File: config.mk
export PLATFORM = sky130hd
export DESIGN_NAME = bsc_div
export DESIGN_NICKNAME = d
export VERILOG_FILES = /design/src/sv/bsc_pkg.sv /design/src/sv/bsc_div.sv
export SDC_FILE = /design/constraint.sdc
export NUM_CORES = 1
export LEC_CHECK = 0
export ABC_CLOCK_PERIOD_IN_PS = 5000
export BUFFER_PORTS_ARGS = -buffer_cell sky130_fd_sc_hd__buf_2
export CAP_MARGIN = 20
export CORE_MARGIN = 2
export CORE_UTILIZATION = 40
export CTS_CLUSTER_SIZE = 8
export DETAILED_ROUTE_END_ITERATION = 6
export GPL_TIMING_DRIVEN = 0
export PLACE_DENSITY = 0.7
export SLEW_MARGIN = 30
export SYNTH_ARGS = -nofsm -noshare
export SYNTH_HDL_FRONTEND = slang
export SYNTH_SLANG_ARGS = --single-unit
File: constraint.sdc
create_clock -name clk_i -period 5 [get_ports clk_i]
set_input_delay 1 -clock clk_i [delete_from_list [all_inputs] [get_ports clk_i]]
set_output_delay 1 -clock clk_i [all_outputs]
set_load 0.02 [all_outputs]
File: src/sv/bsc_pkg.sv
// ----------------------------------------------------------------------------
// bsc_pkg: shared constants and helpers for the barometric
// sensor compensation block.
// ----------------------------------------------------------------------------
`default_nettype none

package bsc_pkg;

  // Datapath widths of the shared serial units
  localparam int MulAw = 64;   // accumulator / multiplicand width
  localparam int MulBw = 32;   // multiplier width, consumed one bit per cycle
  localparam int DivW  = 32;   // divider width, one quotient bit per cycle

  // Configuration register indexes
  localparam logic [2:0] CfgAc1Ac2 = 3'd0;
  localparam logic [2:0] CfgAc3Ac4 = 3'd1;
  localparam logic [2:0] CfgAc5Ac6 = 3'd2;
  localparam logic [2:0] CfgB1B2   = 3'd3;
  localparam logic [2:0] CfgMcMd   = 3'd4;
  localparam logic [2:0] CfgOss    = 3'd5;

  // Operation codes
  localparam logic OpTemp  = 1'b0;
  localparam logic OpPress = 1'b1;

  // Compensation constants
  localparam logic signed [63:0] B6Offset  = 64'sd4000;
  localparam logic        [15:0] B7Scale   = 16'd50000;
  localparam logic signed [31:0] CorrSq    = 32'sd3038;
  localparam logic signed [31:0] CorrLin   = -32'sd7357;
  localparam logic signed [63:0] CorrConst = 64'sd3791;
  localparam logic signed [63:0] ValMax    = 64'sd1048575;
  localparam logic signed [63:0] ValMin    = -64'sd1048576;

  // Signed divide by 2^k, truncating toward zero
  function automatic logic signed [63:0] tdiv_pow2(input logic signed [63:0] n,
                                                   input logic [5:0] k);
    logic signed [63:0] bias;
    bias = n[63] ? ((64'sd1 <<< k) - 64'sd1) : 64'sd0;
    return (n + bias) >>> k;
  endfunction

  // Clamp to the 21-bit signed result range
  function automatic logic signed [20:0] sat_value(input logic signed [63:0] v);
    logic signed [20:0] r;
    if (v > ValMax) begin
      r = 21'sh0FFFFF;
    end else if (v < ValMin) begin
      r = 21'sh100000;
    end else begin
      r = $signed(v[20:0]);
    end
    return r;
  endfunction

endpackage

`default_nettype wire

File: src/sv/bsc_div.sv
// ----------------------------------------------------------------------------
// bsc_div: serial unsigned divider
// Restoring division, one quotient bit per cycle.
// ----------------------------------------------------------------------------
`default_nettype none

module bsc_div
  import bsc_pkg::*;
#(
  parameter int W = DivW
) (
  input  wire logic         clk_i,
  input  wire logic         rst_ni,
  input  wire logic         start_i,
  input  wire logic [W-1:0] dividend_i,
  input  wire logic [W-1:0] divisor_i,
  output logic              done_o,
  output logic [W-1:0]      quot_o
);

  localparam int CntW = $clog2(W + 1);

  logic            busy_q, done_q;
  logic [CntW-1:0] cnt_q;
  logic [W-1:0]    rem_q, quo_q, dvs_q;
  logic [W:0]      shifted, diff;
  logic            ge, fin;

  assign shifted = {rem_q, quo_q[W-1]};
  assign ge      = shifted >= {1'b0, dvs_q};
  assign diff    = shifted - {1'b0, dvs_q};
  assign fin     = busy_q && (cnt_q == CntW'(1));

  always_ff @(posedge clk_i or negedge rst_ni) begin
    if (!rst_ni) begin
      busy_q <= 1'b0;
      done_q <= 1'b0;
      cnt_q  <= '0;
    end else begin
      done_q <= fin;
      if (start_i) begin
        busy_q <= 1'b1;
        cnt_q  <= CntW'(W);
      end else if (busy_q) begin
        cnt_q <= cnt_q - CntW'(1);
        if (fin) begin
          busy_q <= 1'b0;
        end
      end
    end
  end

  always_ff @(posedge clk_i) begin
    if (start_i) begin
      rem_q <= '0;
      quo_q <= dividend_i;
      dvs_q <= divisor_i;
    end else if (busy_q) begin
      rem_q <= ge ? diff[W-1:0] : shifted[W-1:0];
      quo_q <= {quo_q[W-2:0], ge};
    end
  end

  assign done_o = done_q;
  assign quot_o = quo_q;

endmodule

`default_nettype wire

### Word level (Yosys, flattened, before mapping)

Cells that the tools add are included.

| storage, ports and cells | value |
|---|---|
| flip-flop bits (word level) | 104 |
| latch bits | 0 |
| bits in writable memories | 0 |
| memory bits (read-only) | 0 |
| input port bits | 67 |
| output and inout bits | 33 |
| logic and storage cells | 20 |
| memories | 0 |

| operators by class | value |
|---|---|
| add/sub/neg operators | 2 |
| multiply operators | 0 |
| div/mod/pow operators | 0 |
| $lt $le $gt $ge | 1 |
| equal/unequal tests | 1 |
| shift-type cells | 0 |
| multiplexer cells | 8 |
| bitwise logic cells | 0 |
| reductions and logical operators | 2 |

Operators by type and width:

| operator | count |
|---|---|
| 32-bit two-way mux | 3 |
| 33-bit by 32-bit greater-or-equal comparator with 1-bit output | 1 |
| 32-bit subtractor | 1 |
| 6-bit two-way mux | 2 |
| 6-bit by 1-bit equality test with 1-bit output (second input constant) | 1 |
| 6-bit by 1-bit subtractor with 6-bit output (second input constant) | 1 |
| 1-bit two-way mux | 3 |
| 2-bit nonzero test | 1 |
| 1-bit logical AND | 1 |

### Longest topological paths before layout

Gate-level depths: netlist (run 1).

| logic depth | value |
|---|---|
| depth after elaboration | 5 |
| mapped depth | 13 |
| mapped depth without buffers | 11 |

### Worst setup path before layout (run 1)

Ideal clock, no wire load.

| path | value |
|---|---|
| path type | register to register |
| start point | register quo_q[31] (netlist: quot_o[31]) |
| end point | register rem_q[24] |
| library setup time | 0.088 ns |
| data arrival time | 2.825 ns |
| data required time | 4.912 ns |
| slack | 2.087 ns |
| cell stages (with the launch flop) | 12 |
| path buffers | 0 |
| clock period less this slack | 2.913 ns |
| cell sequence | edfxtp_1 inv_1 ha_1 fa_1 nor2b_4 o31ai_2 a31oi_1 a221o_1 a2111oi_4 nor3_1 or3b_1 a311oi_2 |

| between the ends | value |
|---|---|
| cells in the longest elaborated chain, start to end | 2 |
| elaborated cells on any way between the ends | 3 |
| those cells by class | add/sub (1); order compare (1); mux (1) |

RTL lines:

| item | line | source |
|---|---|---|
| start, declared | bsc_div.sv:25 | `logic [W-1:0] rem_q, quo_q, dvs_q;` |
| start signal, assigned | bsc_div.sv:56 | `quo_q <= dividend_i;` |
| start signal, assigned | bsc_div.sv:60 | `quo_q <= {quo_q[W-2:0], ge};` |
| 32-bit subtractor / 33-bit by 32-bit greater-or-equal comparator with 1-bit output (equally long branches) | bsc_div.sv:31, bsc_div.sv:30 |  |
| 32-bit two-way mux * | bsc_div.sv:59 | `rem_q <= ge ? diff[W-1:0] : shifted[W-1:0];` |
| end signal, assigned | bsc_div.sv:59 |  |
| end, declared | bsc_div.sv:25 |  |

Mark *: on every way between the ends. The rest lies on a longest branch, timed or not.
A chain may end at the register's enable or synchronous reset.

### Worst setup path in the final report (run 1)

| path | value |
|---|---|
| start point | register dvs_q[17] |
| end point | register rem_q[10] |

| between the ends | value |
|---|---|
| cells in the longest elaborated chain, start to end | 2 |

RTL lines:

| item | line | source |
|---|---|---|
| start, declared | bsc_div.sv:25 |  |
| start signal, assigned | bsc_div.sv:57 | `dvs_q <= divisor_i;` |
| 33-bit by 32-bit greater-or-equal comparator with 1-bit output | bsc_div.sv:30 | `assign ge = shifted >= {1'b0, dvs_q};` |
| 32-bit two-way mux | bsc_div.sv:59 |  |

Every way passes these cells.

==> reports/qor.yml, run 1 <==
critical_path:
  path_buf_inv: 3
  crit_path_max_fanout: 10
  cp_top_family: "simple AND/OR/NAND/NOR gates"
  start_kind: "register"
  cp_slowest_cell: "clkbuf_1"
  crit_top_cell: "nand2_1"
  cp-end-kind: "register"
  crit_required_ns: 5.27
  rr_endpoint: "rem_q[10]$_SDFFE_PP0P_"
  worstReg2RegStart: "dvs_q[17]$_DFFE_PP_"
  cp.arrival_ns: 3.64
  worst_path_largest_cell_delay_ns: 0.49
  crit_chain: "inv_1, ha_1, clkbuf_1, nand2_1, nor3_2, nand4_1, o21ai_1, a21oi_1, nand2_1, clkbuf_1, nand2_1, a311oi_1"
  critPathKind: "register to register"
  worst-r2r-cell-count: 12
  regToRegSetupSlack_ns: 1.63
floorplanning:
  die_w_um: 128
  fp-row-count: 45
  fp.dieH_um: 128
  io_pins: 100
  core_um2: 15100
  initial_utilization: 0.408
  die_area_um2: 16500
grt:
  grt_pass1_vias: 5212
  grt_util_all_layers: 0.200
  grt_pass1_wl_um: 25700
  gr-total-overflow: 0
  grt_max_degree: 34
  antenna_found_initial: 0
drt:
  vias: 5108
  wl_per_cell_um: 16.8
  drt_iter0_drc: 420
  wl_um: 15600
  via_per_inst: 5.49
  drc: 0
  dr.pass1.iters: 4
  postRouteAntennaNets: 0
place:
  dp_cells: 916
  finalWeightedCongestion: 0.903
  hpwlAfterDp_um: 11600
  place_area_um2: 6920
  numPortBuffers: 99
sta:
  worst_slew_pin_slew_ns: 0.756
  slew_violations: 0
  rsz0062_at_grt: "false"
  layout_min_cycle_time_ns: 3.37
  finalHoldViolCount: 0
  finClkSkew_ns: 0.0119
  fmax_ghz: 0.297
  tns_ns: 0
  fin_crit_sh: 0.674
  setup_violations: 0
  slew_headroom: 0.496
power_and_ir_drop:
  clockPowerShare: 0.181
  p_int_uw: 2180
  power.density_nw_per_um2: 516
  p_switching_uw: 1530
  p_leak_uw: 0.00307
  switching_share: 0.413
  power_frac_seq: 0.338
  peakVddDrop_uv: 250
  p_comb_frac: 0.481
worst_hold_path:
  hold_class: "input pin to async pin"
layout:
  fin_area_um2: 7190
  finalNonFillerCells: 931
  layout.nets: 841
  drive_gt1_frac: 0.229
  area_delta_synth_final_pct: 16.3
  fill_cells: 1446
  antenna_cells: 0
logic_synthesis:
  synth_top_family_by_area: "compound AO/OA/AOI/OAI gates"
  synth-xor-area-share: 0.0354
  avgSynthCellArea_um2: 9.83
  synth_top_area_cell: "edfxtp_1"
  muxShareOfSynthArea: 0.0631
  ys_top_cells_by_area: "edfxtp_1 31%, dfxtp_1 10%, ha_1 6.9%"
  synth.net_count: 731
  yosys_warnings: 0
  synth_compound_area_frac: 0.178
  synth.cell_area_um2: 6180
  synthDistinctLibCells: 65
  ys_seq_area_frac: 0.447
  ys_ff_latch: 104
  synth-adder-area-share: 0.0720
  synth_cells: 629
  yosysMostFrequentCell: "nand2_1"
  synth.top_cell.area_share: 0.311
  synth_commonest_cells: "77 x nand2_1, 64 x edfxtp_1, 52 x nor2_1"
  async_flop_share: 0.0769
  synthSimpleGateAreaFrac: 0.147
  synth_top_flop_cell: "edfxtp_1"
  synth_edf_count: 64
clocking:
  hold_buffers: 0
  clock_latency_ns: 0.36
  cts_root_buf: "clkbuf_16"
  cts_max_path_buffers: 2
  h-tree-depth: 3
  cts_resized: 0
  cts_tree: "done"
  clock_sinks: 104
  clk_pin_slew_ns: 0.07
  cts_buffers: 9
  cts_setup_buffers: 0
status:
  status: "finished, final reports clean"
job:
  max-cap-violations: 0
==> how the worst max path moves through the flow <==
stage,from,endpoint,cells after the start
finish,dvs_q[17]$_DFFE_PP_,rem_q[10]$_SDFFE_PP0P_,12
global placement,start_i,quot_o[19]$_DFFE_PP_,4
floorplan,quot_o[31]$_DFFE_PP_,rem_q[24]$_SDFFE_PP0P_,11
detailed placement,start_i,quot_o[18]$_DFFE_PP_,4
CTS,quot_o[31]$_DFFE_PP_,rem_q[30]$_SDFFE_PP0P_,11
global route,dvs_q[17]$_DFFE_PP_,rem_q[10]$_SDFFE_PP0P_,12
==> power by group through the flow <==
stage,clock network [uW],registers [uW],logic [uW]
2_1_floorplan,0,1290,1280
3_3_place_gp,0,1260,1730
3_5_place_dp,0,1260,1760
4_1_cts,695,1250,1770
5_1_grt,720,1270,1990
6_report,671,1250,1780
==> through the flow <==
stage	setup WS (ns)	hold slack [ns]	util	total power, uW
2_1_floorplan	2.09	0.458	-	2570
3_3_place_gp	1.12	0.477	0.457	3000
3_5_place_dp	1.51	0.483	0.457	3020
4_1_cts	1.59	0.458	0.475	3710
5_1_grt	1.34	0.468	0.475	3980
6_report	1.63	0.467	0.475	3710
==> registers in the layout, indices dropped and copies added, names as in the netlist <==
register	cells
busy_q	1
done_o	1
dvs_q	32
rem_q	32
cnt_q	6
quot_o	32
==> cells by family after synthesis <==
kind of cell | after synthesis
simple gates | 196
fa+ha+maj | 35
mux | 35
compound gates | 158
flops | 104
xor+xnor | 25
buf+inv | 76
==> layout make-up <==
type	instances	area, um2	share of cell area
inverter	45	169	0.0235
tap	188	235	0.0327
timing repair buffer	99	495	0.0689
multi-input combinational	449	3070	0.427
sequential	104	2760	0.384
clock inverter	4	30.0	0.00418
clock buffer	11	243	0.0338
buffer	31	188	0.0261
==> metal layers <==
layer / vias up / routed length [um] / part of all wire / GRT usage
li1: 2512 / - / - / -
met1: 2403 / 7060 / 0.45 / 0.257
met2: 171 / 6990 / 0.45 / 0.315
met3: 22 / 1280 / 0.082 / 0.0632
met4: 0 / 287 / 0.018 / 0.0763
met5: - / 0 / 0 / 0
==> cells in the final DEF, fill, tap and decap left out, types with 3 or more instances in the layout <==
cell type  count
buf_2        106
nand2_1       76
edfxtp_1      64
nor2_1        52
inv_1         43
a21oi_1       40
ha_1          34
mux2_2        32
dfxtp_1       32
o21ai_0       29
a311oi_1      21
clkbuf_1      17
xnor2_1       15
nor3_1        12
nand4_1       11
o211ai_1      10
xor2_1        10
nand3_1        9
a21o_1         9
clkbuf_16      9
dfrtp_1        8
nor2b_1        7
o21a_1         6
clkbuf_8       5
nand2b_1       5
nor4_1         5
a211oi_1       5
o31a_1         5
and3_1         4
o21bai_1       4
buf_6          3
o21ai_1        3
mux2i_1        3
or3_1          3
No activity file was read; power rests on OpenSTA's default activity.
==> run 2: changes to the inputs <==
Settings changed: ABC_AREA set to 1, ABC_CLOCK_PERIOD_IN_PS 5000 to 3200, PLACE_DENSITY 0.7 to 0.69.
Clock period 5 ns to 3.2 ns, I/O delays scaled along.
==> run 2 against run 1 <==
  * Clock-buffer cell count shrank 2
  * Routed wire length grew 17%
  * Global-route usage rose by 1.1 points
  * Worst hold slack worse by 0.36 ns
  * Largest power group unchanged
  * Combinational power grew 96%
  * Setup slack worse by 1.1 ns
==> reports/qor.yml, run 2 <==
sta:
  worst_slew_pin_slew_ns: 0.814
  setup_violations: 0
  slew_violations: 0
  slew_headroom: 0.457
  layout_min_cycle_time_ns: 2.67
  finalHoldViolCount: 0
  fmax_ghz: 0.374
  finClkSkew_ns: 0.0119
  fin_crit_sh: 0.835
  rsz0062_at_grt: "false"
power_and_ir_drop:
  p_leak_uw: 0.00436
  power.density_nw_per_um2: 834
  peakVddDrop_uv: 456
logic_synthesis:
  avgSynthCellArea_um2: 6.93
  yosysMostFrequentCell: "nand2_1"
  synth_top_flop_cell: "edfxtp_1"
  synth_top_area_cell: "edfxtp_1"
  ys_top_cells_by_area: "edfxtp_1 28%, nand2_1 23%, inv_1 10%"
  synth.cell_area_um2: 6860
  synth_edf_count: 64
  ys_seq_area_frac: 0.403
  ys_ff_latch: 104
  synth.net_count: 1093
  synth_commonest_cells: "415 x nand2_1, 183 x inv_1, 80 x nand3_1"
  yosys_warnings: 0
  synth.top_cell.area_share: 0.280
  synth_cells: 991
  synthDistinctLibCells: 35
  async_flop_share: 0.0769
worst_hold_path:
  hold_class: "input pin to async pin"
critical_path:
  cp_slowest_cell: "buf_2"
  start_kind: "input pin"
  worstReg2RegStart: "dvs_q[8]$_DFFE_PP_"
  critPathKind: "input pin to register"
  worst-r2r-cell-count: 15
  rr_endpoint: "rem_q[19]$_SDFFE_PP0P_"
  crit_required_ns: 3.20
  cp.arrival_ns: 2.67
  crit_chain: "buf_2, clkbuf_1, nor2_1, inv_1, clkbuf_4"
  worst_path_largest_cell_delay_ns: 0.62
  cp-end-kind: "register"
  regToRegSetupSlack_ns: 0.77
  crit_path_max_fanout: 41
clocking:
  cts_resized: 0
  cts_buffers: 9
  clock_sinks: 104
  clk_pin_slew_ns: 0.08
  cts_max_path_buffers: 2
  cts_tree: "done"
  cts_root_buf: "clkbuf_16"
  clock_latency_ns: 0.37
  cts_setup_buffers: 0
  hold_buffers: 0
  h-tree-depth: 3
floorplanning:
  initial_utilization: 0.411
  die_w_um: 135
  fp-row-count: 47
  fp.dieH_um: 135
  die_area_um2: 18200
  io_pins: 100
  core_um2: 16700
place:
  finalWeightedCongestion: 0.950
  hpwlAfterDp_um: 14100
  numPortBuffers: 99
  place_area_um2: 7640
  dp_cells: 1310
drt:
  via_per_inst: 4.76
  dr.pass1.iters: 5
  drt_iter0_drc: 378
  postRouteAntennaNets: 0
  wl_um: 18200
  wl_per_cell_um: 13.7
  vias: 6317
  drc: 0
grt:
  gr-total-overflow: 0
  grt_pass1_wl_um: 30100
  grt_pass1_vias: 6231
  grt_max_degree: 42
  grt_util_all_layers: 0.211
  antenna_found_initial: 0
layout:
  fin_area_um2: 7970
  finalNonFillerCells: 1326
  final_common_cell: "nand2_1"
  layout.nets: 1203
  final_cell_mix: "415 x nand2_1, 183 x inv_1, 103 x buf_2, 80 x nand3_1, 64 x edfxtp_1"
  antenna_cells: 0
  drive_gt1_frac: 0.127
  area_delta_synth_final_pct: 16.2
status:
  status: "finished, final reports clean"
job:
  max-cap-violations: 0
[run 2: cell types whose count changed in the layout (fill, tap and decap cells not counted), moves of 16 or more]
cell	delta
nand2_1	+339
o21ai_0	-22
a311oi_1	-21
a21oi_1	-16
mux2_2	-32
inv_1	+140
nand3_1	+71
[run 2: worst max-delay path: cells and delay by family]
| family | cells | cell delay, ns |
|---|---|---|
| buffers and inverters | 4 | 1.71 |
| and+or+nand+nor | 1 | 0.27 |
[run 2: logic make-up after synthesis]
logic type | synth area share
flip-flops | 0.403
XOR/XNOR | 0.0179
AND/OR/NAND/NOR | 0.357
adder cells (fa/ha/maj) | 0.0649
buffers and inverters | 0.121
AO/OA/AOI/OAI | 0.0368
[run 2: worst max path at each step]
stage / cells after the start / end / slack [ns] / from
after floorplan: 4 / quot_o[0]$_DFFE_PP_ / 0.60 / start_i
after global placement: 5 / quot_o[19]$_DFFE_PP_ / -1.05 / start_i
after detailed placement: 5 / quot_o[19]$_DFFE_PP_ / 0.09 / start_i
after CTS: 5 / quot_o[30]$_DFFE_PP_ / 0.48 / start_i
after global routing: 5 / quot_o[23]$_DFFE_PP_ / 0.30 / start_i
final: 5 / quot_o[3]$_DFFE_PP_ / 0.53 / start_i
[run 2: final cells by class]
cell class	count	area (um2)
Fill cell	1724	8730
Multi-Input combinational cell	680	3270
Sequential cell	104	2760
Inverter	185	694
Timing Repair Buffer	99	495
Tap cell	220	275
Clock buffer	9	225
Buffer	22	136
Clock inverter	7	109
[run 2: report_power, final]
group / total, uW / switching (uW) / internal, uW
Combinational: 3480 / 2210 / 1270
Clock: 1260 / 556 / 705
Sequential: 1910 / 181 / 1730
Total: 6650 / 2950 / 3700
[run 2: stage by stage]
stage               power (uW)  TNS, ns  utilization  worst slack [ns]  hold slack (ns)
global route              7250        0        0.477             0.299           0.0970
floorplan                 4510        0            -             0.596            0.344
detailed placement        5380        0        0.457            0.0879            0.459
CTS                       6670        0        0.477             0.483           0.0987
global placement          5340   -41.80        0.457             -1.05            0.457
finish                    6650        0        0.477             0.529            0.102
[run 2: routing by layer]
| metal | vias up | track usage | routed length [um] |
|---|---|---|---|
| met5 | - | 0 | 0 |
| met4 | 0 | 0.0654 | 433 |
| met3 | 27 | 0.0593 | 1260 |
| met2 | 191 | 0.346 | 8230 |
| met1 | 2805 | 0.270 | 8300 |
| li1 | 3294 | - | - |
